**src/rtl/core/hte_pkg.sv**
```systemverilog
// Shared types and constants for the Huffman table encoder.
// No dependencies; imported by every module except hte_ram.
package hte_pkg;

    localparam int OP_W       = 2;
    localparam int SYM_W      = 8;
    localparam int LEN_W      = 6;
    localparam int CODE_MAX_W = 32;
    localparam int BYTE_W     = 8;

    localparam int HTE_MAX_CODE_BITS = 32;
    localparam int HTE_NUM_SYMBOLS   = 256;
    localparam int QUEUE_DEPTH       = 4;

    localparam logic [OP_W-1:0] OP_LOAD  = 2'd0;
    localparam logic [OP_W-1:0] OP_ENC   = 2'd1;
    localparam logic [OP_W-1:0] OP_FLUSH = 2'd2;

    localparam logic KIND_BYTE = 1'b0;
    localparam logic KIND_ERR  = 1'b1;

    typedef enum logic [1:0] {
        CMD_ENC,
        CMD_FLUSH,
        CMD_ERR
    } t_cmd_kind;

    // One queued request for the packer.
    typedef struct packed {
        t_cmd_kind               kind;
        logic [LEN_W-1:0]        len;
        logic [CODE_MAX_W-1:0]   code;
    } t_cmd;

    // Usable code width: the length cap.
    function automatic int code_width(input int max_bits);
        code_width = (max_bits < CODE_MAX_W) ? max_bits : CODE_MAX_W;
    endfunction

endpackage

```
**src/rtl/core/hte_queue.sv**
```systemverilog
// Short request queue between front end and packer.
// Depends on hte_pkg.
module hte_queue #(
    parameter int DEPTH = hte_pkg::QUEUE_DEPTH
) (
    input  logic          i_clk,
    input  logic          i_rst_n,
    input  logic          i_push,
    input  hte_pkg::t_cmd i_cmd,
    output logic          o_ready,
    output logic          o_valid,
    output hte_pkg::t_cmd o_cmd,
    input  logic          i_pop
);
    import hte_pkg::*;

    localparam int PTR_W = $clog2(DEPTH);
    localparam int CNT_W = $clog2(DEPTH + 1);

    t_cmd             r_mem [DEPTH];
    logic [PTR_W-1:0] r_wptr, n_wptr;
    logic [PTR_W-1:0] r_rptr, n_rptr;
    logic [CNT_W-1:0] r_cnt,  n_cnt;
    logic             do_push;
    logic             do_pop;

    assign o_ready = (r_cnt != CNT_W'(DEPTH));
    assign o_valid = (r_cnt != '0);
    assign o_cmd   = r_mem[r_rptr];
    assign do_push = i_push && o_ready;
    assign do_pop  = i_pop && o_valid;

    always_comb begin
        n_wptr = r_wptr;
        n_rptr = r_rptr;
        n_cnt  = r_cnt;
        if (do_push) begin
            n_wptr = (r_wptr == PTR_W'(DEPTH - 1)) ? '0 : r_wptr + 1'b1;
        end
        if (do_pop) begin
            n_rptr = (r_rptr == PTR_W'(DEPTH - 1)) ? '0 : r_rptr + 1'b1;
        end
        if (do_push && !do_pop) begin
            n_cnt = r_cnt + 1'b1;
        end else if (do_pop && !do_push) begin
            n_cnt = r_cnt - 1'b1;
        end
    end

    always_ff @(posedge i_clk) begin
        if (!i_rst_n) begin
            r_wptr <= '0;
            r_rptr <= '0;
            r_cnt  <= '0;
        end else begin
            r_wptr <= n_wptr;
            r_rptr <= n_rptr;
            r_cnt  <= n_cnt;
        end
    end

    always_ff @(posedge i_clk) begin
        if (do_push) begin
            r_mem[r_wptr] <= i_cmd;
        end
    end

endmodule

```
**config.mk**
```make
export PLATFORM = sky130hd
export DESIGN_NAME = hte_queue
export DESIGN_NICKNAME = d
export VERILOG_FILES = /design/src/rtl/core/hte_pkg.sv /design/src/rtl/core/hte_queue.sv
export SDC_FILE = /design/constraint.sdc
export NUM_CORES = 1
export LEC_CHECK = 0
export ABC_AREA = 1
export BUFFER_PORTS_ARGS = -buffer_cell sky130_fd_sc_hd__buf_2
export CAP_MARGIN = 20
export CELL_PAD_IN_SITES_DETAIL_PLACEMENT = 2
export CELL_PAD_IN_SITES_GLOBAL_PLACEMENT = 2
export CORE_ASPECT_RATIO = 0.9
export CORE_MARGIN = 5
export CORE_UTILIZATION = 40
export DETAILED_ROUTE_END_ITERATION = 6
export GPL_ROUTABILITY_DRIVEN = 0
export GPL_TIMING_DRIVEN = 1
export HOLD_SLACK_MARGIN = 0.06
export PLACE_DENSITY = 0.86
export SLEW_MARGIN = 20
export SYNTH_ARGS = -nofsm -noshare
export SYNTH_HDL_FRONTEND = slang
export SYNTH_SLANG_ARGS = --single-unit
```
**constraint.sdc**
```tcl
create_clock -name i_clk -period 3 [get_ports i_clk]
set_input_delay 0.3 -clock i_clk [delete_from_list [all_inputs] [get_ports i_clk]]
set_output_delay 0.3 -clock i_clk [all_outputs]
set_load 0.01 [all_outputs]
```
After elaboration in Yosys (flattened, before gate mapping)
Memory sizes are Yosys's and may differ from the RTL's. A register that Yosys moved wholly into a read port is not among the register bits.
Index checks and enable logic that the tools add are counted.
W data, S select, Z words.
Word-level totals
  register bits: 7
  bits in latches: 0
  bits in writable memories: 160
  bits in read-only memories: 0
  input port bits: 44
  output and inout bits: 42
  logic and storage cells: 27
  memories kept: 1
Memory list
  r_mem: depth 4, bits a word 40, rd ports 1, clocked after memory_dff 1, wr ports 1, line hte_queue.sv:20  | t_cmd r_mem [DEPTH];
Cells by class
  add/subtract/negate cells: 4
  $mul: 0
  div/mod/pow operators: 0
  order comparisons: 0
  eq/ne operators: 3
  shift-type cells: 0
  multiplexer cells: 8
  bitwise operators: 0
  reduce and logical (&&, ||, !) cells: 8
Operators by type and width (count)
  $mux W2: 4
  $mux W3: 2
  $add A2 B1 Y2 const B: 2
  $eq A2 B2 Y1 const B: 2
  $logic_and A1 B1 Y1: 4
  $add A3 B1 Y3 const B: 1
  $ne A3 B3 Y1 const B: 1
  $reduce_bool A3 Y1: 1
  $sub A3 B1 Y3 const B: 1
  $logic_not A1 Y1: 2
  $mux W1: 2
  $reduce_bool A2 Y1: 1

Depth between registers and ports, before layout
Gate-level depths: netlist of the first run.
  depth in word-level cells: 6
  depth in mapped cells: 13
  mapped depth without buffers: 13

Worst setup path before layout of the first run
Ideal clock, no wire load.
  kind: register to register
  start point: register r_cnt[1]
  end point: memory r_mem[0][0] (netlist bit) (enable)
  library setup time: 437 ps
  arrival time: 2334 ps
  required time: 2563 ps
  path slack: 228 ps
  stages on the path, launching flop included: 5
  buffers on the path: 0
  clock period less this slack: 2772 ps
  cell sequence: dfxtp_1 > nor2_2 > nand2_2 > nand2_2 > nor2_1
Between the ends
  longest elaborated chain between the ends: 4
RTL lines
  start: declaration: line hte_queue.sv:23  | logic [CNT_W-1:0] r_cnt, n_cnt;
  start signal: assignment: line hte_queue.sv:58  | r_cnt <= n_cnt;
  $ne A3 B3 Y1: line hte_queue.sv:27  | assign o_ready = (r_cnt != CNT_W'(DEPTH));
  net o_ready: line hte_queue.sv:10  | output logic o_ready,
  $logic_and A1 B1 Y1: line hte_queue.sv:30  | assign do_push = i_push && o_ready;
  $mux W1: line hte_queue.sv:63  | if (do_push) begin
  $mux W1 (implied by the code): line hte_queue.sv:64  | r_mem[r_wptr] <= i_cmd;
  end: declaration: line hte_queue.sv:20
The timed path passes the listed nets, and every way through them passes these cells.

==> metrics, run 1 <==
Fill cells 1543; TritonRoute pass-1 iters 6; Max Buffers Root-to-Sink 2; Layout area overhead 18.4%; reg-to-reg startpoint r_cnt[1]; Routed WL 19600 um; gr ovfl total 0; syn avg cell area 14.3 um2; kind of end point of the critical path output port; peak supply drop 520 uV; core area 16100 um2; area leader, netlist edfxtp_1; die area 19000 um2; PostCTS Resize Cnt 0; Seq cells post-synth 169; Ys Warns 0; worst r2r dst r_cnt[1]; most common cell after layout, fill and taps aside edfxtp_1; Synth area leaders edfxtp_1 73%, nor2_1 5.5%, o22ai_1 3.8%, o21ai_0 3.2%, o21ai_1 2.8%; area taken by multi-input logic gates 1260 um2; Rows 44; startpoint type of the worst setup path register; Tot GR Track Use 20.7%; largest net degree at the start of global routing 81; Max Transition Viols Final 0; RSZ-0062 raised after global routing false; Clk pwr share 33.8%; hold path startpoint i_cmd[27]; final setup vio count 0; Worst Path Max Fanout 23; final critical-path setup slack 0.318 ns; switching part of the total 32.1%; commonest non-fill, non-tap cells in the layout 160 x edfxtp_1, 92 x nor2_1, 85 x buf_2, 42 x o21ai_0, 40 x o22ai_1; fmax 373 MHz; post-route DRC violation count 0; Psw 2.43 mW; final worst path period need 2.68 ns; status finished clean; CTS tree built; hold_ws 0.0882 ns; Post-DP Area 7080 um2; Fin. Hold Viols 0; crit path kind reg -> out; Hold Crit Class in -> reg; # IOs 86; Initial Util 40.6%; CTS clk-pin slew, worst paths 0.07 ns; Tightest Pin Transition 0.711 ns; relative slew slack 52.3%; Post-Syn Area 6550 um2; maxcap violations 0; Die Ht 131 um; Worst Path Required 2.70 ns; post-route insts no fill 766; Power Dens Cells 975 nW/um2; post-detail-place hpwl 12000 um; Reg area 4990 um2; Synth Net Count 508; Setup Buffers After CTS 0; clock buffers created by TritonCTS 17; clock sinks 169; Gate power share 26.1%; Static Leak 2.77 nW; sequential fraction of the synthesis area 76.1%; top cell type's share of synthesized area 73.3%; cts hold-fix bufs 0; Netlist cell types 24; Placed Cells 734; R2R Setup Slk 0.78 ns; first-pass GRT wire length 29900 um; Mapped Cells 457; fin crit share 89.4%; remaining antenna violation count 0; Port Buffers 85; total negative slack 0 ns; Vias 4221; crit path DAT 2.38 ns; finished layout cell area 7760 um2; initial DRC count 260; initial antenna violation count 4; clock root buffer clkbuf_16; vias in the first global route 4676; Hold EP r_mem[0][27]; share of layout cells above drive strength 1 24.9%; drt via density 5.51; Placement Setup Slack 0.847 ns; Skew-Pair Late Insertion Delay 0.43 ns; clk_skew 0.0100 ns; Seq pwr share 40.1%; H-tree Lvls 4; Hold Path Depth 1; R2R depth 9; DR WL/cell 25.5 um; # nets final 597; Die Wd 145 um; internal power 5.14 mW
-- critical path, stage by stage (launching register included) --
cell and delay, ns:
dfxtp_2 0.34, clkinv_1 0.56, buf_4 0.47, o21ai_1 0.16, o22ai_1 0.21, buf_2 0.20
-- kinds of logic (layout without fill, tap and decap cells) --
group | Yosys count | in the layout | share of synthesized area, %
adders and majority gates | 7 | 7 | 1.45
DFF | 169 | 169 | 76.1
other | 0 | 1 | 0
buffers and inverters | 42 | 143 | 5.23
and+or+nand+nor | 115 | 115 | 6.85
AOI/OAI and AO/OA | 124 | 124 | 10.4
-- state kept, by name (all words and copies together), names as in the netlist, named ones only --
| name | cells |
|---|---|
| r_rptr | 2 |
| r_wptr | 2 |
| r_cnt | 3 |
| r_mem | 160 |
-- power by group through the flow --
stage	Sequential [mW]	Clock, mW	Combinational (mW)
finish	3.04	2.56	1.98
detailed placement	3.08	0	1.96
floorplan	3.01	0	1.31
global placement	3.03	0	1.83
CTS	3.04	2.60	2.01
global route	3.06	2.72	2.15
-- per-layer routing --
metal | up-vias | GRT usage, % | wire, um
met5 | - | 0 | 33
met4 | 6 | 6.43 | 319
met3 | 30 | 6.37 | 1040
met2 | 126 | 34.8 | 9970
met1 | 2190 | 25.8 | 8190
li1 | 1869 | - | -
-- stage by stage --
stage | utilization [%] | total power [mW]
2_1_floorplan | - | 4.31
3_3_place_gp | 43.9 | 4.86
3_5_place_dp | 43.9 | 5.03
4_1_cts | 48.1 | 7.66
5_1_grt | 48.1 | 7.93
6_report | 48.1 | 7.57
-- worst max-delay path by stage --
stage / cells past startpoint / end
after floorplan: 4 / r_mem[0][0]
after global placement: 5 / o_cmd[13]
after detailed placement: 9 / r_cnt[1]
after CTS: 5 / o_cmd[13]
after global routing: 5 / o_cmd[13]
final: 5 / o_cmd[13]
-- Yosys cell counts, drive strengths merged --
cell type,n
ha,6
nand3,1
o22ai,40
nor2,97
nand2,15
inv,17
nand4,1
a21oi,2
dfxtp,9
edfxtp,160
buf,25
nand3b,1
o21ai,82
fa,1
-- layout make-up --
cell class / instances / share of cell area, %
timing repair buffer: 95 / 6.45
multi-input combinational: 246 / 16.2
clock buffer: 18 / 5.53
tap: 207 / 3.34
clock inverter: 13 / 3.22
sequential: 169 / 64.3
antenna: 1 / 0.0322
inverter: 17 / 0.983
Note: power is estimated with default switching activity, not from simulation.
==> run 2: changes to the inputs <==
--- a/config.mk
+++ b/config.mk
@@ -11,7 +11,7 @@
 export CELL_PAD_IN_SITES_DETAIL_PLACEMENT = 2
 export CELL_PAD_IN_SITES_GLOBAL_PLACEMENT = 2
 export CORE_ASPECT_RATIO = 0.9
-export CORE_MARGIN = 5
+export CORE_MARGIN = 4
 export CORE_UTILIZATION = 40
 export DETAILED_ROUTE_END_ITERATION = 6
 export GPL_ROUTABILITY_DRIVEN = 0
==> run 2 against run 1 <==
Against the previous run:
- combinational power about the same
- critical path depth unchanged
- wire length down 1.9%
- largest cell class unchanged
- worst hold slack worse by 0.0087 ns
- maximum frequency up 6.4%
- critical path type unchanged
- register-to-register slack about the same
==> metrics, run 2 (same netlist as run 1, synthesis figures left out) <==
biggest regs r_mem (160), r_cnt (3); clock sinks 169 (unchanged); PostCTS Resize Cnt 0 (unchanged); Routed WL 19200 um (-1.9%); Hold Crit Class in -> reg; clock root buffer clkbuf_16; DR WL/cell 25.0 um (-2.2%); fin crit share 84.0% (-5.4 points); crit path kind reg -> out; core area 16100 um2 (unchanged); RSZ-0062 raised after global routing false; Gate power share 26.7% (+0.6 points); Cell Chain, Critical Path buf_12 > inv_12 > o21ai_1 > o22ai_1 > buf_2; Post-DP Area 7100 um2 (+0.28%); finished layout cell area 7710 um2 (-0.64%); total power 7.32 mW (-3.3%); Initial Util 40.6% (unchanged); Clk pwr share 31.3% (-2.5 points); Top reg by flops r_mem; worst r2r dst r_cnt[2]; remaining antenna violation count 0 (unchanged); gr ovfl total 0 (unchanged); Placement Setup Slack 0.891 ns (+0.0438 ns); commonest non-fill, non-tap cells in the layout 160 x edfxtp_1, 92 x nor2_1, 85 x buf_2, 42 x o21ai_0, 40 x o22ai_1; Placed Cells 735 (+0.14%); # nets final 598 (+0.17%); R2R depth 13 (+4); # IOs 86 (unchanged); critical path endpoint o_cmd[16]; Rows 44 (unchanged); Worst Path Max Fanout 80 (+250%); initial antenna violation count 3 (-1); Vias 4129 (-2.2%); final worst path period need 2.52 ns (-0.161 ns); final setup vio count 0 (unchanged); Port Buffers 85 (unchanged); Seq pwr share 41.9% (+1.8 points); Setup Buffers After CTS 0 (unchanged); Psw 2.43 mW (about the same); post-route insts no fill 768 (+0.26%); Slowest-stage cell, CP dfxtp_2; kind of end point of the critical path output port; relative slew slack 62.7% (+10 points); initial DRC count 330 (+27%); TritonRoute pass-1 iters 4 (-2); Fin. Hold Viols 0 (unchanged); fmax 397 MHz (+6.4%); post-detail-place hpwl 11600 um (-3.6%); fin util 47.8% (-0.31 points); Die Wd 143 um (-1.4%); startpoint type of the worst setup path register; CP peak stage delay 0.68 ns (+0.12 ns); Die Ht 129 um (-1.5%); final critical-path setup slack 0.479 ns (+0.161 ns); Static Leak 2.76 nW (-0.54%); die area 18500 um2 (-2.9%); internal power 4.89 mW (-4.9%); share of layout cells above drive strength 1 25.0% (+0.090 points); H-tree Lvls 4 (unchanged); vias in the first global route 4586 (-1.9%); peak supply drop 417 uV (-20%); drt via density 5.38 (-2.4%); status finished clean; total negative slack 0 ns (unchanged); Max Buffers Root-to-Sink 2 (unchanged); maxcap violations 0 (unchanged); clock buffers created by TritonCTS 17 (unchanged); CTS clk-pin slew, worst paths 0.06 ns (about the same); CTS tree built; Fill cells 1555 (+0.78%); crit path DAT 2.22 ns (-0.16 ns); Skew-Pair Late Insertion Delay 0.43 ns (about the same); clk_skew 0.00872 ns (-0.00129 ns); Layout area overhead 17.7%; number of flip-flops under the largest register name 160 (unchanged); cts hold-fix bufs 0 (unchanged); Worst Path Required 2.70 ns (about the same); Max Transition Viols Final 0 (unchanged); largest net degree at the start of global routing 81 (unchanged); first-pass GRT wire length 29000 um (-2.9%); Power Dens Cells 949 nW/um2 (-2.7%); Tightest Pin Transition 0.559 ns (-0.152 ns); reg-to-reg startpoint r_cnt[1]; Tot GR Track Use 21.7% (+0.95 points); most common cell after layout, fill and taps aside edfxtp_1; post-route DRC violation count 0 (unchanged); R2R Setup Slk 0.77 ns (about the same); switching part of the total 33.1% (+1.1 points); hold_ws 0.0794 ns (-0.00872 ns)
[run 2: layer usage]
layer  up-vias  track usage [%]  share of wire, %
met5         -                0             0.068
li1       1866                -                 -
met2       110             38.2                53
met4         2             6.26               1.2
met3        18             5.50               5.3
met1      2133             26.5                40
[run 2: cell type report]
type,count,area [um2],share of cell area [%]
well taps,207,259,3.36
multi-input cells,246,1260,16.3
diodes,1,2.50,0.0325
inverters,17,76.3,0.990
clock buffers,18,429,5.57
flip-flops and latches,169,4990,64.7
clock inverters,14,180,2.34
repair buffers,96,520,6.75
[run 2: worst max-delay path, delay by kind of cell, from the launching register on]
kind,cells,cell delay (ns)
compound gates,2,0.36
buf+inv,3,0.68
flops,1,0.68
[run 2: power groups by stage]
stage	Combinational, mW	Clock [mW]	Sequential, mW
after floorplan	1.31	0	3.01
after global placement	1.77	0	3.07
after detailed placement	1.93	0	3.11
after CTS	1.99	2.32	3.07
after global routing	2.16	2.44	3.10
final	1.96	2.29	3.07
[run 2: how the worst min path moves through the flow]
stage	startpoint	end	slack, ns	cells past startpoint
3_5_place_dp	i_cmd[13]	r_mem[1][13]	0.52	1
4_1_cts	i_cmd[4]	r_mem[2][4]	0.06	1
6_report	i_cmd[13]	r_mem[2][13]	0.08	1
5_1_grt	i_cmd[4]	r_mem[2][4]	0.07	1
3_3_place_gp	r_cnt[0]	r_cnt[0]	0.50	2
2_1_floorplan	i_cmd[0]	r_mem[0][0]	0.40	0
==> run 3: changes to the inputs <==
==> constraint.sdc (replaced) <==
create_clock -name i_clk -period 2.5 [get_ports i_clk]
set_input_delay 0.25 -clock i_clk [delete_from_list [all_inputs] [get_ports i_clk]]
set_output_delay 0.25 -clock i_clk [all_outputs]
set_load 0.01 [all_outputs]
==> run 3 against run 2 <==
Against the previous run:
- total power rose by 21%
- flip-flop and latch count stayed put
- global-route usage increased by 0.52 points
- via count grew 5.8%
- highest routed layer unchanged
- cell count grew 3.9%
- setup slack got worse by 0.31 ns
- core utilization increased by 2.2 points
- combinational power rose by 25%
- clock power is 20% higher
==> metrics, run 3 (same netlist as run 1, synthesis figures left out) <==
status finished clean; clock root buffer clkbuf_16; total negative slack 0 ns (unchanged); clk_skew 0.00680 ns (-0.00192 ns); crit path DAT 2.63 ns (+0.41 ns); H-tree Lvls 4 (unchanged); # IOs 86 (unchanged); number of flip-flops under the largest register name 160 (unchanged); Max Buffers Root-to-Sink 2 (unchanged); Tot GR Track Use 22.2% (+0.52 points); Post-DP Area 7130 um2 (+0.42%); Layout area overhead 23.1%; most common cell after layout, fill and taps aside edfxtp_1; final worst path period need 2.33 ns; maxcap violations 0 (unchanged); CP peak stage delay 0.42 ns (-0.26 ns); Hold Path Depth 1 (unchanged); post-detail-place hpwl 11700 um (+1.1%); hold path startpoint i_cmd[3]; fmax 430 MHz; Initial Util 40.6% (unchanged); biggest regs r_mem (160), r_cnt (3); Slowest-stage cell, CP fa_1; post-route DRC violation count 0 (unchanged); Die Wd 143 um (unchanged); remaining antenna violation count 0 (unchanged); kind of end point of the critical path register; RSZ-0062 raised after global routing false; CTS clk-pin slew, worst paths 0.07 ns (about the same); Hold Crit Class in -> reg; core area 16100 um2 (unchanged); clock sinks 169 (unchanged); worst r2r dst r_cnt[1]; Max Transition Viols Final 0 (unchanged); drt via density 5.48 (+1.9%); Worst Path Required 2.80 ns (+0.10 ns); Fin. Hold Viols 0 (unchanged); largest net degree at the start of global routing 81 (unchanged); Routed WL 19800 um (+3.2%); Worst Path Max Fanout 7 (-91%); reg-to-reg startpoint r_cnt[1]; # nets final 629 (+5.2%); Cell Chain, Critical Path nor2_2 > nand2_2 > nand2_2 > inv_1 > ha_1 > inv_1 > fa_1 > o21ai_0 > nor2_1; share of layout cells above drive strength 1 23.9% (-1.1 points); Hold EP r_mem[3][3]; clock buffers created by TritonCTS 17 (unchanged); vias in the first global route 4848 (+5.7%); initial antenna violation count 1 (-2); Vias 4370 (+5.8%); relative slew slack 69.8% (+7.1 points); first-pass GRT wire length 30000 um (+3.4%); crit path kind reg -> reg; antenna cell count 0 (-1); final setup vio count 0 (unchanged); R2R Setup Slk 0.17 ns (-0.60 ns); R2R depth 9 (-4); Tightest Pin Transition 0.453 ns (-0.106 ns); gr ovfl total 0 (unchanged); Rows 44 (unchanged); initial DRC count 252 (-24%); finished layout cell area 8070 um2 (+4.6%); Port Buffers 85 (unchanged); TritonRoute pass-1 iters 4 (unchanged); die area 18500 um2 (unchanged); DR WL/cell 24.8 um (-0.64%); Power Dens Cells 1100 nW/um2 (+16%); Skew-Pair Late Insertion Delay 0.43 ns (about the same); peak supply drop 526 uV (+26%); Static Leak 2.89 nW (+5.0%); Setup Buffers After CTS 0 (unchanged); crit path from r_cnt[1]; Die Ht 129 um (unchanged); startpoint type of the worst setup path register; CTS tree built; Top reg by flops r_mem; fin crit share 93.1%; Fill cells 1527 (-1.8%); commonest non-fill, non-tap cells in the layout 160 x edfxtp_1, 92 x nor2_1, 85 x buf_2, 42 x o21ai_0, 40 x o22ai_1
-- run 3: worst max-delay path by stage --
stage                             end
after floorplan           r_mem[0][0]
after global placement       r_cnt[1]
after detailed placement     r_cnt[1]
after CTS                   o_cmd[25]
after global routing         r_cnt[1]
final                        r_cnt[1]
-- run 3: final cells by class --
| type | instances | area (um2) | area share, % |
|---|---|---|---|
| flip-flops and latches | 169 | 4990 | 61.8 |
| multi-input cells | 246 | 1260 | 15.6 |
| repair buffers | 127 | 871 | 10.8 |
| clock buffers | 18 | 429 | 5.32 |
| well taps | 207 | 259 | 3.21 |
| clock inverters | 14 | 186 | 2.31 |
| inverters | 17 | 76.3 | 0.946 |
-- run 3: per-layer routing --
metal  wire length, um  vias up  global-route usage [%]
li1                  -     1928                       -
met1              7850     2281                    26.8
met2             10600      136                    39.4
met3               983       23                    4.76
met4               308        2                    7.77
met5                 9        -                       0
-- run 3: repair_timing --
item | CTS | global route
setup endpoints to repair | 0 | 1
hold buffers | 31 | 1
gates resized for setup | 0 | 1
hold endpoints to repair | 119 | 1
-- run 3: critical path: cells and delay by family (launching register included) --
kind / cells / cell delay, ns
DFF: 1 / 0.36
buffers and inverters: 2 / 0.20
AOI/OAI and AO/OA: 1 / 0.29
adders and majority gates: 2 / 0.65
and+or+nand+nor: 4 / 0.69
-- run 3: stage by stage --
step | hold slack (ns) | utilization [%] | cells | power, mW | setup WS (ns)
6_report | 0.0800 | 50.0 | 798 | 8.88 | 0.173
5_1_grt | 0.0684 | 50.0 | 798 | 9.33 | 0.0883
4_1_cts | 0.0638 | 49.9 | 797 | 8.94 | 0.0962
3_5_place_dp | 0.470 | 44.2 | 734 | 6.10 | 0.315
3_3_place_gp | 0.459 | 44.2 | 734 | 5.85 | 0.617
2_1_floorplan | 0.349 | - | 457 | 5.18 | -0.272
-- run 3: power breakdown --
part | internal [mW] | switching, mW
Sequential | 3.46 | 0.224
Clock | 1.60 | 1.15
Combinational | 0.811 | 1.64
Total | 5.87 | 3.01
