--- src/rtl/core/hte_pkg.sv ---
// Shared types and constants for the Huffman table encoder.
// No dependencies; imported by every module except hte_ram.
package hte_pkg;

    localparam int OP_W       = 2;
    localparam int SYM_W      = 8;
    localparam int LEN_W      = 6;
    localparam int CODE_MAX_W = 32;
    localparam int BYTE_W     = 8;

    localparam int HTE_MAX_CODE_BITS = 32;
    localparam int HTE_NUM_SYMBOLS   = 256;
    localparam int QUEUE_DEPTH       = 4;

    localparam logic [OP_W-1:0] OP_LOAD  = 2'd0;
    localparam logic [OP_W-1:0] OP_ENC   = 2'd1;
    localparam logic [OP_W-1:0] OP_FLUSH = 2'd2;

    localparam logic KIND_BYTE = 1'b0;
    localparam logic KIND_ERR  = 1'b1;

    typedef enum logic [1:0] {
        CMD_ENC,
        CMD_FLUSH,
        CMD_ERR
    } t_cmd_kind;

    // One queued request for the packer.
    typedef struct packed {
        t_cmd_kind               kind;
        logic [LEN_W-1:0]        len;
        logic [CODE_MAX_W-1:0]   code;
    } t_cmd;

    // Usable code width: the length cap.
    function automatic int code_width(input int max_bits);
        code_width = (max_bits < CODE_MAX_W) ? max_bits : CODE_MAX_W;
    endfunction

endpackage

--- src/rtl/core/hte_back.sv ---
// Back end: bit packer with output register; one byte per cycle
// unless the output stalls. Depends on hte_pkg.
module hte_back #(
    parameter int MAX_CODE_BITS = hte_pkg::HTE_MAX_CODE_BITS
) (
    input  logic                       i_clk,
    input  logic                       i_rst_n,
    input  logic                       i_q_valid,
    input  hte_pkg::t_cmd              i_cmd,
    output logic                       o_pop,
    output logic                       o_valid,
    input  logic                       i_ready,
    output logic                       o_kind,
    output logic [hte_pkg::BYTE_W-1:0] o_packed_byte,
    output logic                       o_last
);
    import hte_pkg::*;

    localparam int CODE_W = code_width(MAX_CODE_BITS);
    localparam int BUF_W  = CODE_W + BYTE_W - 1;
    localparam int TOT_W  = $clog2(BUF_W + 1);

    logic [BUF_W-1:0]  r_buf,   n_buf;
    logic [TOT_W-1:0]  r_total, n_total;
    logic              r_busy,  n_busy;
    logic              r_o_valid, n_o_valid;
    logic              r_o_kind,  n_o_kind;
    logic [BYTE_W-1:0] r_o_byte,  n_o_byte;
    logic              r_o_last,  n_o_last;

    logic              out_free;
    logic [TOT_W-1:0]  len_t;
    logic [TOT_W-1:0]  sum;
    logic [TOT_W-1:0]  sh;
    logic [BUF_W-1:0]  shifted;
    logic [6:0]        pend;
    logic [CODE_W-1:0] code_m;

    assign out_free = !r_o_valid || i_ready;
    assign len_t    = i_cmd.len[TOT_W-1:0];
    assign sum      = r_total + len_t;
    assign sh       = r_total - TOT_W'(BYTE_W);
    assign shifted  = r_buf >> sh;
    // pending bits are the low r_total bits while not busy
    assign pend     = r_buf[6:0] & ~(7'h7F << r_total[2:0]);
    assign code_m   = i_cmd.code[CODE_W-1:0] & ~({CODE_W{1'b1}} << len_t);

    always_comb begin
        n_buf     = r_buf;
        n_total   = r_total;
        n_busy    = r_busy;
        n_o_valid = r_o_valid && !i_ready;
        n_o_kind  = r_o_kind;
        n_o_byte  = r_o_byte;
        n_o_last  = r_o_last;
        o_pop     = 1'b0;
        if (r_busy) begin
            if (out_free) begin
                n_o_valid = 1'b1;
                n_o_kind  = KIND_BYTE;
                n_o_byte  = shifted[BYTE_W-1:0];
                n_o_last  = (sh < TOT_W'(BYTE_W));
                n_busy    = !n_o_last;
                n_total   = sh;
            end
        end else if (i_q_valid) begin
            unique case (i_cmd.kind)
                CMD_ENC: begin
                    o_pop   = 1'b1;
                    n_buf   = (BUF_W'(pend) << len_t) | BUF_W'(code_m);
                    n_total = sum;
                    n_busy  = (sum >= TOT_W'(BYTE_W));
                end
                CMD_FLUSH: begin
                    if (r_total == '0) begin
                        o_pop = 1'b1;
                    end else if (out_free) begin
                        o_pop     = 1'b1;
                        n_o_valid = 1'b1;
                        n_o_kind  = KIND_BYTE;
                        n_o_byte  = {pend, 1'b0} << (3'd7 - r_total[2:0]);
                        n_o_last  = 1'b1;
                        n_total   = '0;
                    end
                end
                CMD_ERR: begin
                    if (out_free) begin
                        o_pop     = 1'b1;
                        n_o_valid = 1'b1;
                        n_o_kind  = KIND_ERR;
                        n_o_byte  = '0;
                        n_o_last  = 1'b1;
                    end
                end
                default: begin
                    o_pop = 1'b1;
                end
            endcase
        end
    end

    always_ff @(posedge i_clk) begin
        if (!i_rst_n) begin
            r_total   <= '0;
            r_busy    <= 1'b0;
            r_o_valid <= 1'b0;
        end else begin
            r_total   <= n_total;
            r_busy    <= n_busy;
            r_o_valid <= n_o_valid;
        end
        r_buf    <= n_buf;
        r_o_kind <= n_o_kind;
        r_o_byte <= n_o_byte;
        r_o_last <= n_o_last;
    end

    assign o_valid       = r_o_valid;
    assign o_kind        = r_o_kind;
    assign o_packed_byte = r_o_byte;
    assign o_last        = r_o_last;

endmodule

--- config.mk ---
export PLATFORM = sky130hd
export DESIGN_NAME = hte_back
export DESIGN_NICKNAME = d
export VERILOG_FILES = /design/src/rtl/core/hte_pkg.sv /design/src/rtl/core/hte_back.sv
export SDC_FILE = /design/constraint.sdc
export NUM_CORES = 1
export LEC_CHECK = 0
export ABC_AREA = 1
export BUFFER_PORTS_ARGS = -buffer_cell sky130_fd_sc_hd__buf_4
export CORE_ASPECT_RATIO = 1.4
export CORE_MARGIN = 2
export CORE_UTILIZATION = 53
export CTS_BUF_LIST = sky130_fd_sc_hd__clkbuf_4 sky130_fd_sc_hd__clkbuf_8
export DETAILED_ROUTE_END_ITERATION = 6
export PLACE_DENSITY = 0.85
export SYNTH_ARGS = -nofsm -noshare
export SYNTH_HDL_FRONTEND = slang
export SYNTH_SLANG_ARGS = --single-unit
--- constraint.sdc ---
create_clock -name i_clk -period 2.7 [get_ports i_clk]
set_input_delay 0.27 -clock i_clk [delete_from_list [all_inputs] [get_ports i_clk]]
set_output_delay 0.27 -clock i_clk [all_outputs]
set_load 0.1 [all_outputs]
### Yosys cells after proc, flatten, opt, wreduce, memory -nomap -nowiden

Cells that the tools add are included.

| cells by class | value |
|---|---|
| reductions and logical operators | 15 |
| add/subtract/negate cells | 3 |
| order comparisons | 2 |
| eq/ne operators | 7 |
| multiplexer cells | 39 |
| bitwise gates (word level) | 6 |
| shift-type cells | 5 |

Operator list:

| cell | number |
|---|---|
| $mux W8 | 6 |
| $or A39 B32 Y39 | 1 |
| $shl A7 B6 Y39 | 1 |
| $shr A39 B6 Y8 | 1 |
| $and A32 B32 Y32 | 1 |
| $not A32 Y32 | 1 |
| $shl A32 B6 Y32 const A | 1 |
| $mux W6 | 5 |
| $mux W1 | 22 |
| $pmux W8 S2 | 1 |
| $pmux W6 S2 | 1 |
| $pmux W1 S2 | 4 |
| $reduce_and A4 Y1 | 2 |
| $shl A8 B3 Y8 | 1 |
| $and A7 B7 Y7 | 1 |
| $not A7 Y7 | 1 |
| $shl A7 B3 Y7 const A | 1 |
| $add A6 B6 Y6 | 1 |
| $ge A6 B4 Y1 const B | 1 |
| $logic_not A6 Y1 | 1 |
| $lt A6 B4 Y1 const B | 1 |
| $ne A3 B3 Y1 const B | 2 |
| $reduce_and A6 Y1 | 1 |
| $reduce_bool A3 Y1 | 2 |
| other kinds (14) | 17 |

| word-level totals | value |
|---|---|
| flip-flop bits (word level) | 57 |
| logic and storage cells | 84 |
| input port bits | 44 |

### Longest topological paths before layout

Gate-level depths: netlist (run 1).

| depth | value |
|---|---|
| depth after elaboration | 9 |
| gate-level depth with buffers | 12 |
| mapped depth without buffers | 11 |

### Worst setup path before layout (run 1)

No wires, ideal clock.

| path | value |
|---|---|
| path kind | register to register |
| from | register r_busy |
| to | register r_buf[0], enable pin |
| arrival | 2.545 ns |
| stages on the path, launching flop included | 6 |
| slack | -0.282 ns |
| clock period less this slack | 2.982 ns |
| library setup time | 0.437 ns |
| path through | dfxtp_1 -> buf_2 -> inv_1 -> clkbuf_1 -> nand2_1 -> nor2_1 |

| between the ends | value |
|---|---|
| cells in the longest elaborated chain, start to end | 2 |

Ends and longest elaborated chain:

| what | line | source |
|---|---|---|
| from (decl) | hte_back.sv:25 | `logic r_busy, n_busy;` |
| from (signal assigned) | hte_back.sv:109 | `r_busy <= n_busy;` |
| $not A1 Y1 (no line) | n/a |  |
| $reduce_and A3 Y1 (no line) | n/a |  |
| to (signal assigned) | hte_back.sv:112 | `r_buf <= n_buf;` |
| to (decl) | hte_back.sv:23 | `logic [BUF_W-1:0] r_buf, n_buf;` |

Every way passes these cells.
A chain may end at the register's enable or synchronous reset.

### Worst setup path in the final report (run 1)

| path | value |
|---|---|
| from | register r_total[4] |
| to | register r_o_byte[6] (netlist: o_packed_byte[6]), data pin |

| between the ends | value |
|---|---|
| cells in the longest elaborated chain, start to end | 4 |

Ends and longest elaborated chain:

| what | line | source |
|---|---|---|
| from (decl) | hte_back.sv:24 | `logic [TOT_W-1:0] r_total, n_total;` |
| from (signal assigned) | hte_back.sv:108 | `r_total <= n_total;` |
| $sub A6 B4 Y6 | hte_back.sv:42 | `assign sh = r_total - TOT_W'(BYTE_W);` |
| $shr A39 B6 Y8 | hte_back.sv:43 | `assign shifted = r_buf >> sh;` |
| $mux W8 | hte_back.sv:58 | `if (out_free) begin` |
| $mux W8 | hte_back.sv:57 | `if (r_busy) begin` |
| net n_o_byte[6] | hte_back.sv:28 | `logic [BYTE_W-1:0] r_o_byte, n_o_byte;` |
| to (signal assigned) | hte_back.sv:114 | `r_o_byte <= n_o_byte;` |
| to (decl) | hte_back.sv:28 |  |

The timed path passes the listed nets, and every way through them passes these cells. The select of a mux whose other input is x is not followed.

==> results_tabular.tex, run 1 <==
\begin{tabular}{lr}
\hline
Metric & Value \\
\hline
\multicolumn{2}{l}{\textbf{Outcome}} \\
\quad Run status & completed \\
\multicolumn{2}{l}{\textbf{Timing}} \\
\quad Total count of hold-check failures in the final report & 0 \\
\quad RSZ-0062 raised after global routing & false \\
\quad Clock Skew & 0.0139 ns \\
\quad Slew of the pin with the lowest slew margin & 0.551 ns \\
\quad Crit path time final & 2.16 ns \\
\quad Post-route fraction of the period consumed by the critical path & 80.0\% \\
\quad Worst max-slew margin expressed relative to the limit & 63.2\% \\
\quad Final count of pins violating max slew & 0 \\
\quad Final setup violation count & 0 \\
\quad Total negative slack & 0 ns \\
\quad Maximum clock frequency & 463 MHz \\
\multicolumn{2}{l}{\textbf{Final layout}} \\
\quad Fillcell total & 912 \\
\quad Number of diodes & 0 \\
\quad Leading cell type in the layout, fill and taps excluded & sky130\_fd\_sc\_hd\_\_nand2\_1 \\
\quad Layout-stage area growth over the synthesis result & 13.5\% \\
\quad Final core utilization & 61.0\% \\
\quad Post-layout instance count excluding filler cells & 949 \\
\quad Number of nets at the end of the flow & 888 \\
\quad Fraction of layout instances using a drive strength above 1 & 11.3\% \\
\quad Commonest non-fill, non-tap cells in the layout & sky130\_fd\_sc\_hd\_\_nand2\_1 (277), sky130\_fd\_sc\_hd\_\_nand3\_1 (166), sky130\_fd\_sc\_hd\_\_buf\_4 (69), sky130\_fd\_sc\_hd\_\_inv\_1 (49), sky130\_fd\_sc\_hd\_\_edfxtp\_1 (49) \\
\multicolumn{2}{l}{\textbf{Yosys}} \\
\quad Asr flop ratio synth & 0\% \\
\quad Sequential fraction of the synthesis area & between 30\% and 40\% \\
\quad Main synth FF type & sky130\_fd\_sc\_hd\_\_edfxtp\_1 \\
\quad Synth top area cells & sky130\_fd\_sc\_hd\_\_edfxtp\_1 (29\%), sky130\_fd\_sc\_hd\_\_nand2\_1 (21\%), sky130\_fd\_sc\_hd\_\_nand3\_1 (17\%) \\
\quad Total of warnings raised by yosys & 0 \\
\quad Cell Area, Synth & 5030 sq um \\
\quad Post-synth cell types & 36 \\
\quad Number of synthesized register bits & 57 \\
\quad Post-synth net total & between 800 and 900 \\
\quad Post-synth EDFFs & 49 \\
\quad Top cell type by total area after synthesis & sky130\_fd\_sc\_hd\_\_edfxtp\_1 \\
\quad Average instance area after synthesis & 6.32 sq um \\
\quad Number of cells produced by synthesis & 796 \\
\quad Area fraction of the dominant cell type after synthesis & 29.3\% \\
\multicolumn{2}{l}{\textbf{Setup path}} \\
\quad Largest fanout on the critical path & 9 \\
\quad Endpoint of the worst register-to-register path & o\_packed\_byte[6]\$\_DFFE\_PP\_ \\
\quad Sort of element at the end of the critical path & register \\
\quad Kind of start point of the critical path & register \\
\quad Data arrival time of the critical path & 2.25 ns \\
\quad Dominant delay contributor by cell family on the critical path & simple AND/OR/NAND/NOR gates \\
\quad Series of cell instances along the critical path & inv\_1 -> ha\_1 -> inv\_1 -> nor2\_1 -> o21ai\_1 -> o21ai\_0 -> nor2\_1 -> nand2\_1 -> nand3\_1 \\
\quad CP Data Required Time & 2.79 ns \\
\quad Setup slack of the worst register-to-register path & 0.54 ns \\
\quad WP buf/inv & 2 \\
\quad Startpoint of the worst register-to-register path & r\_total[4]\$\_SDFFE\_PN0P\_ \\
\quad R2R depth & 9 \\
\quad Largest incremental delay on the critical path & 0.49 ns \\
\quad Type of the worst setup path & reg2reg \\
\quad Cell at the slowest stage of the critical path & sky130\_fd\_sc\_hd\_\_ha\_1 \\
\multicolumn{2}{l}{\textbf{Routing}} \\
\quad Number of remaining DRC errors & 0 \\
\quad Initial DRC count & 715 \\
\quad WL final & 16.9 mm \\
\quad Number of detailed-route iterations in the first pass & 5 \\
\quad Vias after detailed routing & roughly 5800 \\
\quad Wire per inst & 17.9 microns \\
\quad Average vias per placed instance & 6.08 \\
\quad Antenna Nets Post-Route & 0 \\
\multicolumn{2}{l}{\textbf{CTS}} \\
\quad Cell at the root of the clock tree & sky130\_fd\_sc\_hd\_\_clkbuf\_8 \\
\quad Number of H-tree levels & 3 \\
\quad Source-to-sink clock delay at the later pin of the worst-skew pair & 0.35 ns \\
\quad Post-CTS setup repair buffer count & 0 \\
\quad Clock-pin slew on the worst setup and hold paths & 0.07 ns \\
\quad Total CTS buffers & 9 \\
\quad Hold-fix buffers at CTS & 0 \\
\quad TritonCTS sink count & 57 \\
\quad Clk buf depth & 2 \\
\quad CTS tree & yes \\
\quad Resize count post-CTS & 0 \\
\multicolumn{2}{l}{\textbf{Placed design}} \\
\quad Placed Instances & about 930 \\
\quad DPL Wire Length & roughly 13 mm \\
\quad Input/output buffers & 55 \\
\quad Gpl congestion & 0.981 \\
\multicolumn{2}{l}{\textbf{GRT}} \\
\quad Grt ovf & 0 \\
\quad Number of global-route vias before repair & 5335 \\
\quad Largest net degree at the start of global routing & 41 \\
\quad Antenna violations before repair & 0 \\
\quad First-pass GRT wire length & 26.6 mm \\
\quad Met2 usage & about 57\% \\
\quad Global routing's busiest layer & met2 \\
\quad Routing usage on met3 & 3.95\% \\
\quad GRT Util Overall & around a third \\
\quad Met1 demand-to-capacity share in global routing & 39.6\% \\
\multicolumn{2}{l}{\textbf{Floorplan}} \\
\quad I/O Pins & 56 \\
\quad Standard-cell rows & between 40 and 50 \\
\quad Core Region & 9350 sq um \\
\quad Die Outline Area & slightly above 10000 sq um \\
\quad Die width & 86.3 microns \\
\quad Vertical extent of the die & 119 microns \\
\quad Starting density of the core & 53.8\% \\
\multicolumn{2}{l}{\textbf{Hold path}} \\
\quad Path class of the lowest-slack min-delay path & in2reg \\
\quad Hold path cells & 3 \\
\quad Worst hold path endpoint & r\_total[5]\$\_SDFFE\_PN0P\_ \\
\quad Hold path start & i\_rst\_n \\
\multicolumn{2}{l}{\textbf{Flow run}} \\
\quad Max-capacitance violation count & 0 \\
\multicolumn{2}{l}{\textbf{Power}} \\
\quad P per Cell Area & 510 nW/um\^{}2 \\
\quad Maximum vdd ir drop & between 0.2 and 0.25 mV \\
\quad Leakage Power & 2.62 nW \\
\hline
\end{tabular}
[worst register-to-register path: cells and delay by family, from the launching register on]
family / cells / cell delay (ns)
fa+ha+maj: 1 / 0.49
flops: 1 / 0.38
buf+inv: 2 / 0.19
simple gates: 4 / 0.51
compound gates: 2 / 0.33
[cells by family (layout without fill, tap and decap cells)]
group / Yosys count / in the layout / synth area share (%)
flip-flops: 57 / 57 / 32.4
XOR/XNOR: 5 / 5 / 0.871
adder cells (fa/ha/maj): 10 / 10 / 2.64
buffers and inverters: 96 / 139 / 7.61
multiplexers: 1 / 1 / 0.199
AO/OA/AOI/OAI: 119 / 119 / 13.5
AND/OR/NAND/NOR: 508 / 508 / 42.8
[synthesized netlist by cell type (all sizes together), types with 2 or more instances]
master    n
a21oi    29
a31oi     5
buf      19
clkbuf   23
clkinv    2
dfxtp     8
edfxtp   49
ha        9
inv      52
nand2   277
nand3   166
nand4     8
nor2     50
nor3      3
o211ai   15
o21ai    58
o21bai    2
o22ai     3
o31ai     2
or2       3
xor2      4
[routing by layer]
layer,share of wire (%),up-vias
met1,38,2628
met2,50,287
met3,5.5,70
li1,-,2783
met5,0,-
met4,6.3,0
[sequential cells by signal, summed over array words and instances (netlist names)]
name	cells
r_buf	39
o_packed_byte	8
r_total	6
o_kind	1
o_last	1
o_valid	1
r_busy	1
[how the worst max path moves through the flow]
stage	startpoint	end	cells after the start
final	r_total[4]$_SDFFE_PN0P_	o_packed_byte[6]$_DFFE_PP_	9
after detailed placement	r_total[4]$_SDFFE_PN0P_	o_packed_byte[6]$_DFFE_PP_	9
after global placement	r_total[4]$_SDFFE_PN0P_	o_packed_byte[6]$_DFFE_PP_	9
after global routing	r_total[0]$_SDFFE_PN0P_	o_packed_byte[2]$_DFFE_PP_	11
after CTS	r_total[4]$_SDFFE_PN0P_	o_packed_byte[6]$_DFFE_PP_	9
after floorplan	r_busy$_SDFF_PN0_	r_buf[0]$_DFFE_PP_	5
[through the flow]
step | area [sq um] | total power, mW | hold WS (ns) | setup slack (ns)
2_1_floorplan | 5030 | 1.82 | 0.393 | 0.345
3_3_place_gp | 5520 | 2.13 | 0.533 | 0.525
3_5_place_dp | 5520 | 2.13 | 0.550 | 0.576
4_1_cts | 5710 | 2.89 | 0.190 | 0.564
5_1_grt | 5710 | 3.06 | 0.199 | 0.398
6_report | 5710 | 2.91 | 0.199 | 0.540
[area by class of cell]
class	instances	area, sq um	share of cell area [%]
Clock inverter	6	58.8	1.03
Multi-Input combinational cell	643	3030	53.0
Clock buffer	10	131	2.30
Sequential cell	57	1630	28.6
Timing Repair Buffer	69	518	9.08
Inverter	54	203	3.55
Tap cell	110	138	2.41
[report_power, final]
group,internal [mW],switching (mW)
Clock,0.429,0.344
Sequential,1.01,0.0356
Combinational,0.327,0.761
Total,1.77,1.14
Power figures use the tool's default switching activity.
==> run 2: changes to the inputs <==
==> constraint.sdc (replaced) <==
create_clock -name i_clk -period 1.74 [get_ports i_clk]
set_input_delay 0.174 -clock i_clk [delete_from_list [all_inputs] [get_ports i_clk]]
set_output_delay 0.174 -clock i_clk [all_outputs]
set_load 0.1 [all_outputs]
==> results_tabular.tex, run 2 (synthesis results as in run 1) <==
\begin{tabular}{lr}
\hline
Metric & Value \\
\hline
\multicolumn{2}{l}{\textbf{Timing}} \\
\quad Clock Skew & 0.0181 ns (+0.00421 ns) \\
\quad Final setup violation count & 58 (+58) \\
\quad Worst max-slew margin expressed relative to the limit & 52.6\% (-11 points) \\
\quad Post-route fraction of the period consumed by the critical path & 115\% (+35 points) \\
\quad Total count of hold-check failures in the final report & 0 (unchanged) \\
\quad Slew of the pin with the lowest slew margin & 0.709 ns (+0.158 ns) \\
\quad Maximum clock frequency & 502 MHz (+8.4\%) \\
\quad Fin worst setup slack & -0.253 ns (-0.793 ns) \\
\quad Final count of pins violating max slew & 0 (unchanged) \\
\quad RSZ-0062 raised after global routing & true \\
\quad Crit path time final & 1.99 ns (-0.167 ns) \\
\quad Total negative slack & -7.08 ns (-7.08 ns) \\
\multicolumn{2}{l}{\textbf{Floorplan}} \\
\quad I/O Pins & 56 (unchanged) \\
\quad Core Region & 9350 sq um (unchanged) \\
\quad Standard-cell rows & 42 (unchanged) \\
\quad Vertical extent of the die & 119 microns (unchanged) \\
\quad Die width & 86.3 microns (unchanged) \\
\quad Die Outline Area & 10300 sq um (unchanged) \\
\quad Starting density of the core & 53.8\% (unchanged) \\
\multicolumn{2}{l}{\textbf{Final layout}} \\
\quad Register with the most flip-flops & r\_buf \\
\quad Commonest non-fill, non-tap cells in the layout & sky130\_fd\_sc\_hd\_\_nand2\_1 (223), sky130\_fd\_sc\_hd\_\_nand3\_1 (135), sky130\_fd\_sc\_hd\_\_buf\_4 (131), sky130\_fd\_sc\_hd\_\_edfxtp\_1 (49), sky130\_fd\_sc\_hd\_\_inv\_1 (42) \\
\quad Number of nets at the end of the flow & 969 (+9.1\%) \\
\quad Flip-flop count of the largest register after layout & 39 (unchanged) \\
\quad Layout-stage area growth over the synthesis result & 44.0\% \\
\quad Leading cell type in the layout, fill and taps excluded & sky130\_fd\_sc\_hd\_\_nand2\_1 \\
\quad Post-layout instance count excluding filler cells & 1030 (+8.5\%) \\
\quad Number of diodes & 0 (unchanged) \\
\quad Fraction of layout instances using a drive strength above 1 & 35.7\% (+24 points) \\
\multicolumn{2}{l}{\textbf{CTS}} \\
\quad Clk buf depth & 2 (unchanged) \\
\quad Total CTS buffers & 9 (unchanged) \\
\quad TritonCTS sink count & 57 (unchanged) \\
\quad Clock-pin slew on the worst setup and hold paths & 0.08 ns (about the same) \\
\quad CTS tree & yes \\
\quad Cell at the root of the clock tree & sky130\_fd\_sc\_hd\_\_clkbuf\_8 \\
\quad Source-to-sink clock delay at the later pin of the worst-skew pair & 0.35 ns (about the same) \\
\quad Number of H-tree levels & 3 (unchanged) \\
\multicolumn{2}{l}{\textbf{Routing}} \\
\quad Detailed route wirelength on metal3 & 1.95 mm (+110\%) \\
\quad Met1 Wirelength & 7.16 mm (+11\%) \\
\quad Average vias per placed instance & 6.59 (+8.5\%) \\
\quad Antenna Nets Post-Route & 0 (unchanged) \\
\quad Top routing layer in use & met4 \\
\quad Vias after detailed routing & 6791 (+18\%) \\
\quad Initial DRC count & 1169 (+63\%) \\
\quad Number of remaining DRC errors & 1 (+1) \\
\quad WL met2 & 10.6 mm (+24\%) \\
\quad WL final & 21.6 mm (+27\%) \\
\quad Wire per inst & 20.9 microns (+17\%) \\
\quad Number of detailed-route iterations in the first pass & 7 (+2) \\
\multicolumn{2}{l}{\textbf{Setup path}} \\
\quad Largest incremental delay on the critical path & 0.57 ns (+0.08 ns) \\
\quad Data arrival time of the critical path & 1.97 ns (-0.28 ns) \\
\quad R2R depth & 6 (-3) \\
\quad Kind of start point of the critical path & register \\
\quad Largest fanout on the critical path & 8 (-1) \\
\quad CP Data Required Time & 1.71 ns (-1.08 ns) \\
\quad Series of cell instances along the critical path & nor2\_2 -> nand4\_1 -> o21ai\_0 -> nand2\_1 -> o21ai\_0 -> nor2\_1 \\
\quad Setup slack of the worst register-to-register path & -0.25 ns (-0.79 ns) \\
\quad Cell at the slowest stage of the critical path & sky130\_fd\_sc\_hd\_\_nor2\_1 \\
\quad Type of the worst setup path & reg2reg \\
\quad Sort of element at the end of the critical path & register \\
\quad Most Frequent Cell on Critical Path & sky130\_fd\_sc\_hd\_\_o21ai\_0 \\
\multicolumn{2}{l}{\textbf{Power}} \\
\quad Maximum vdd ir drop & 0.488 mV (+120\%) \\
\quad Clock power share & 23.4\% (-3.1 points) \\
\quad Internal & 3.08 mW (+74\%) \\
\quad P per Cell Area & 723 nW/um\^{}2 (+42\%) \\
\quad Net switching power figure & 2.16 mW (+89\%) \\
\quad Net switching fraction of the power & 41.2\% (+2.0 points) \\
\quad Proportion of power drawn by flip-flops and latches & 31.1\% (-5.0 points) \\
\quad Part of the total power dissipated in combinational logic & 45.5\% (+8.1 points) \\
\quad Leakage Power & 3.22 nW (+23\%) \\
\multicolumn{2}{l}{\textbf{Placed design}} \\
\quad Gpl congestion & 1.08 (+10\%) \\
\quad Input/output buffers & 55 (unchanged) \\
\quad Placed Instances & 1001 (+7.3\%) \\
\quad DP Worst Slack & -0.194 ns (-0.770 ns) \\
\quad DPL Wire Length & 14.5 mm (+7.9\%) \\
\multicolumn{2}{l}{\textbf{Hold path}} \\
\quad Path class of the lowest-slack min-delay path & in2reg \\
\quad Hold path cells & 3 (unchanged) \\
\multicolumn{2}{l}{\textbf{GRT}} \\
\quad First-pass GRT wire length & 29.4 mm (+10\%) \\
\quad GRT Util Overall & 36.5\% (+3.0 points) \\
\quad Largest net degree at the start of global routing & 41 (unchanged) \\
\quad Antenna violations before repair & 0 (unchanged) \\
\quad Number of global-route vias before repair & 5966 (+12\%) \\
\quad Grt ovf & 0 (unchanged) \\
\multicolumn{2}{l}{\textbf{Outcome}} \\
\quad Run status & finished with violations \\
\quad Violations in the final reports & design-rule violations, negative setup slack \\
\multicolumn{2}{l}{\textbf{Flow run}} \\
\quad Max-capacitance violation count & 0 (unchanged) \\
\hline
\end{tabular}
run 2: cell count changes in the layout (fill, tap and decap cells not counted), sizes merged:
cell | before | now
buf | 69 | 150
clkbuf | 10 | 9
clkinvlp | 2 | 3
run 2: final cells by class:
class                   instances  area, sq um
well taps                     110          138
clock buffers                   9          124
inverters                      54          205
multi-input cells             643         3820
fillers                       624         2110
flip-flops and latches         57         1640
repair buffers                150         1240
clock inverters                 7         71.3
run 2: per-stage QoR:
step | power [mW] | utilization (%) | hold slack (ns) | cell area, sq um
finish | 5.24 | 77.4 | 0.122 | 7240
detailed placement | 3.54 | 65.3 | 0.464 | 6110
floorplan | 2.88 | - | 0.289 | 5120
CTS | 4.78 | 68.6 | 0.108 | 6420
global route | 5.42 | 77.4 | 0.110 | 7240
global placement | 3.50 | 65.3 | 0.443 | 6110
run 2: final timing paths:
| check | start | endpoint |
|---|---|---|
| worst max-delay path | r_total[5]$_SDFFE_PN0P_ | o_packed_byte[3]$_DFFE_PP_ |
| worst min-delay path | i_cmd[23] | r_buf[23]$_DFFE_PP_ |
| worst max register to register | r_total[5]$_SDFFE_PN0P_ | o_packed_byte[3]$_DFFE_PP_ |
| worst min register to register | o_kind$_DFFE_PP_ | o_kind$_DFFE_PP_ |
run 2: worst max-delay path: cells and delay by family, from the launching register on:
family | cells | cell delay [ns]
and+or+nand+nor | 4 | 0.91
DFF | 1 | 0.46
AOI/OAI and AO/OA | 2 | 0.26
run 2: power groups by stage:
stage / Clock, mW / Sequential (mW) / Combinational [mW]
finish: 1.23 / 1.63 / 2.38
global placement: 0 / 1.64 / 1.85
CTS: 1.21 / 1.62 / 1.95
detailed placement: 0 / 1.65 / 1.89
floorplan: 0 / 1.80 / 1.08
global route: 1.27 / 1.63 / 2.52
run 2: routing by layer:
metal  vias up  track usage [%]
met4         0             22.2
li1       2948                -
met1      3027             42.4
met2       622             62.2
met3       194             5.13
met5         -                0
run 2: repair_timing:
item                       CTS  global route
setup buffers                4            10
pin swaps                    7            56
setup endpoints to repair   54            60
gates resized for setup     27           187
hold buffers                 0             0
==> run 3: changes to the inputs <==
--- a/config.mk
+++ b/config.mk
@@ -8,7 +8,7 @@
 export ABC_AREA = 1
 export BUFFER_PORTS_ARGS = -buffer_cell sky130_fd_sc_hd__buf_4
 export CORE_ASPECT_RATIO = 1.4
-export CORE_MARGIN = 2
+export CORE_MARGIN = 1.5
 export CORE_UTILIZATION = 53
 export CTS_BUF_LIST = sky130_fd_sc_hd__clkbuf_4 sky130_fd_sc_hd__clkbuf_8
 export DETAILED_ROUTE_END_ITERATION = 6
==> results_tabular.tex, run 3 (synthesis results as in run 1) <==
\begin{tabular}{lr}
\hline
Metric & Value \\
\hline
\multicolumn{2}{l}{\textbf{Outcome}} \\
\quad Run status & finished with violations \\
\quad Violations in the final reports & design-rule violations, negative setup slack \\
\multicolumn{2}{l}{\textbf{CTS}} \\
\quad Total CTS buffers & 9 (unchanged) \\
\quad Number of H-tree levels & 3 (unchanged) \\
\quad Hold-fix buffers at CTS & 0 (unchanged) \\
\quad Cell at the root of the clock tree & sky130\_fd\_sc\_hd\_\_clkbuf\_8 \\
\quad Source-to-sink clock delay at the later pin of the worst-skew pair & 0.36 ns (about the same) \\
\quad CTS tree & yes \\
\quad TritonCTS sink count & 57 (unchanged) \\
\quad Clock-pin slew on the worst setup and hold paths & 0.07 ns (about the same) \\
\quad Clk buf depth & 2 (unchanged) \\
\multicolumn{2}{l}{\textbf{Routing}} \\
\quad WL final & 21.6 mm (about the same) \\
\quad Average vias per placed instance & 6.58 (-0.21\%) \\
\quad Wire per inst & 21.0 microns (about the same) \\
\quad Vias after detailed routing & 6777 (-0.21\%) \\
\quad Number of remaining DRC errors & 4 (+3) \\
\quad Number of detailed-route iterations in the first pass & 7 (unchanged) \\
\quad Antenna Nets Post-Route & 0 (unchanged) \\
\quad Initial DRC count & 1032 (-12\%) \\
\multicolumn{2}{l}{\textbf{Timing}} \\
\quad Crit path time final & 1.91 ns (-0.0868 ns) \\
\quad RSZ-0062 raised after global routing & true \\
\quad Clock Skew & 0.0131 ns (-0.00500 ns) \\
\quad Worst max-slew margin expressed relative to the limit & 67.0\% (+14 points) \\
\quad Maximum clock frequency & 525 MHz (+4.6\%) \\
\quad Final setup violation count & 41 (-29\%) \\
\quad Slew of the pin with the lowest slew margin & 0.490 ns (-0.219 ns) \\
\quad Fin worst setup slack & -0.167 ns (+0.0868 ns) \\
\quad Final count of pins violating max slew & 0 (unchanged) \\
\quad Post-route fraction of the period consumed by the critical path & 110\% (-5.0 points) \\
\quad Total count of hold-check failures in the final report & 0 (unchanged) \\
\quad Hold slack final & 0.0810 ns (-0.0406 ns) \\
\multicolumn{2}{l}{\textbf{Power}} \\
\quad Maximum vdd ir drop & 0.397 mV (-19\%) \\
\quad P per Cell Area & 762 nW/um\^{}2 (+5.4\%) \\
\quad Leakage Power & 3.27 nW (+1.6\%) \\
\quad Net switching fraction of the power & 38.6\% (-2.6 points) \\
\quad Part of the total power dissipated in combinational logic & 43.0\% (-2.5 points) \\
\quad Overall power consumption & 5.56 mW (+6.2\%) \\
\quad Clock power share & 27.7\% (+4.3 points) \\
\quad Proportion of power drawn by flip-flops and latches & 29.4\% (-1.7 points) \\
\quad Net switching power figure & 2.15 mW (-0.50\%) \\
\quad Internal & 3.42 mW (+11\%) \\
\multicolumn{2}{l}{\textbf{Placed design}} \\
\quad Cell area after placement & 6110 sq um (about the same) \\
\quad Input/output buffers & 55 (unchanged) \\
\quad DP Worst Slack & -0.253 ns (-0.0584 ns) \\
\quad Gpl congestion & 1.07 (-1.2\%) \\
\quad DPL Wire Length & 14.2 mm (-2.4\%) \\
\multicolumn{2}{l}{\textbf{Final layout}} \\
\quad Final core utilization & 79.9\% (+2.5 points) \\
\quad Fillcell total & 584 (-6.4\%) \\
\quad Layout-stage area growth over the synthesis result & 45.2\% \\
\quad Register with the most flip-flops & r\_buf \\
\quad Finished layout cell area & 7300 sq um (+0.79\%) \\
\quad Number of nets at the end of the flow & 972 (+0.31\%) \\
\quad Number of diodes & 0 (unchanged) \\
\quad Flip-flop count of the largest register after layout & 39 (unchanged) \\
\quad Leading cell type in the layout, fill and taps excluded & sky130\_fd\_sc\_hd\_\_nand2\_1 \\
\quad Fraction of layout instances using a drive strength above 1 & 36.5\% (+0.86 points) \\
\quad Commonest non-fill, non-tap cells in the layout & sky130\_fd\_sc\_hd\_\_nand2\_1 (215), sky130\_fd\_sc\_hd\_\_buf\_4 (130), sky130\_fd\_sc\_hd\_\_nand3\_1 (124), sky130\_fd\_sc\_hd\_\_nand2\_2 (55), sky130\_fd\_sc\_hd\_\_edfxtp\_1 (49) \\
\multicolumn{2}{l}{\textbf{GRT}} \\
\quad Antenna violations before repair & 0 (unchanged) \\
\quad Grt ovf & 0 (unchanged) \\
\quad GRT Util Overall & 40.1\% (+3.6 points) \\
\quad Number of global-route vias before repair & 6232 (+4.5\%) \\
\quad First-pass GRT wire length & 31.5 mm (+7.2\%) \\
\quad Largest net degree at the start of global routing & 41 (unchanged) \\
\multicolumn{2}{l}{\textbf{Floorplan}} \\
\quad Core Region & 9130 sq um (-2.4\%) \\
\quad Die width & 85.3 microns (-1.2\%) \\
\quad Starting density of the core & 55.1\% (+1.3 points) \\
\quad Standard-cell rows & 41 (-2.4\%) \\
\quad Die Outline Area & 10100 sq um (-2.0\%) \\
\quad I/O Pins & 56 (unchanged) \\
\quad Vertical extent of the die & 118 microns (-0.84\%) \\
\multicolumn{2}{l}{\textbf{Flow run}} \\
\quad Max-capacitance violation count & 0 (unchanged) \\
\multicolumn{2}{l}{\textbf{Setup path}} \\
\quad Sort of element at the end of the critical path & primary output \\
\quad Kind of start point of the critical path & register \\
\quad CP Data Required Time & 1.57 ns (-0.14 ns) \\
\quad Largest fanout on the critical path & 6 (-2) \\
\quad Data arrival time of the critical path & 1.73 ns (-0.24 ns) \\
\quad Type of the worst setup path & reg2out \\
\multicolumn{2}{l}{\textbf{Hold path}} \\
\quad Path class of the lowest-slack min-delay path & in2reg \\
\hline
\end{tabular}
## run 3: layout make-up
class	instances	area [sq um]	area share [%]
repair buffers	153	1350	18.5
multi-input cells	643	3720	51.0
clock inverters	7	119	1.63
inverters	54	203	2.78
clock buffers	9	124	1.70
well taps	107	134	1.83
flip-flops and latches	57	1650	22.6
## run 3: routing by layer
metal  routed length (microns)  up-vias  part of all wire, %  GRT usage (%)
met3                      2090      195                  9.7           6.08
li1                          -     2951                    -              -
met2                     10300      603                   48           67.2
met4                      2090        0                  9.7           27.4
met1                      7130     3028                   33           46.3
met5                         0        -                    0              0
## run 3: final timing paths
| kind | from | endpoint | slack (ns) | cells after the start |
|---|---|---|---|---|
| worst max register to register | r_total[0]$_SDFFE_PN0P_ | r_buf[21]$_DFFE_PP_ | -0.16 | 11 |
| worst min-delay path | i_rst_n | r_total[4]$_SDFFE_PN0P_ | 0.08 | 3 |
| worst max-delay path | r_total[0]$_SDFFE_PN0P_ | o_pop | -0.17 | 7 |
| worst min register to register | o_kind$_DFFE_PP_ | o_kind$_DFFE_PP_ | 0.56 | 2 |
## run 3: what timing repair did
action                     4_1_cts  5_1_grt
setup endpoints to repair       55       58
setup buffers                    7        8
gates resized for setup         81      119
pin swaps                       28       41
cloned                           3        0
## run 3: critical path: stages (launching register included)
cell and delay, ns:
sky130_fd_sc_hd__dfxtp_4 0.38, sky130_fd_sc_hd__nor2_4 0.14, sky130_fd_sc_hd__nand4_1 0.15, sky130_fd_sc_hd__buf_4 0.18, sky130_fd_sc_hd__a21oi_2 0.13, sky130_fd_sc_hd__a21oi_2 0.06, sky130_fd_sc_hd__a21oi_4 0.14, sky130_fd_sc_hd__buf_12 0.18
## run 3: stage by stage
stage,instances,setup TNS [ns]
2_1_floorplan,796,-0.0281
3_3_place_gp,997,-2.08
3_5_place_dp,997,-4.74
4_1_cts,1022,-0.486
5_1_grt,1030,-5.07
6_report,1030,-3.23
## run 3: power by group through the flow
stage	Sequential, mW	Combinational (mW)	Clock [mW]
after floorplan	1.80	1.08	0
after global placement	1.65	1.86	0
after detailed placement	1.65	1.88	0
after CTS	1.62	2.05	1.53
after global routing	1.64	2.54	1.60
final	1.63	2.39	1.54
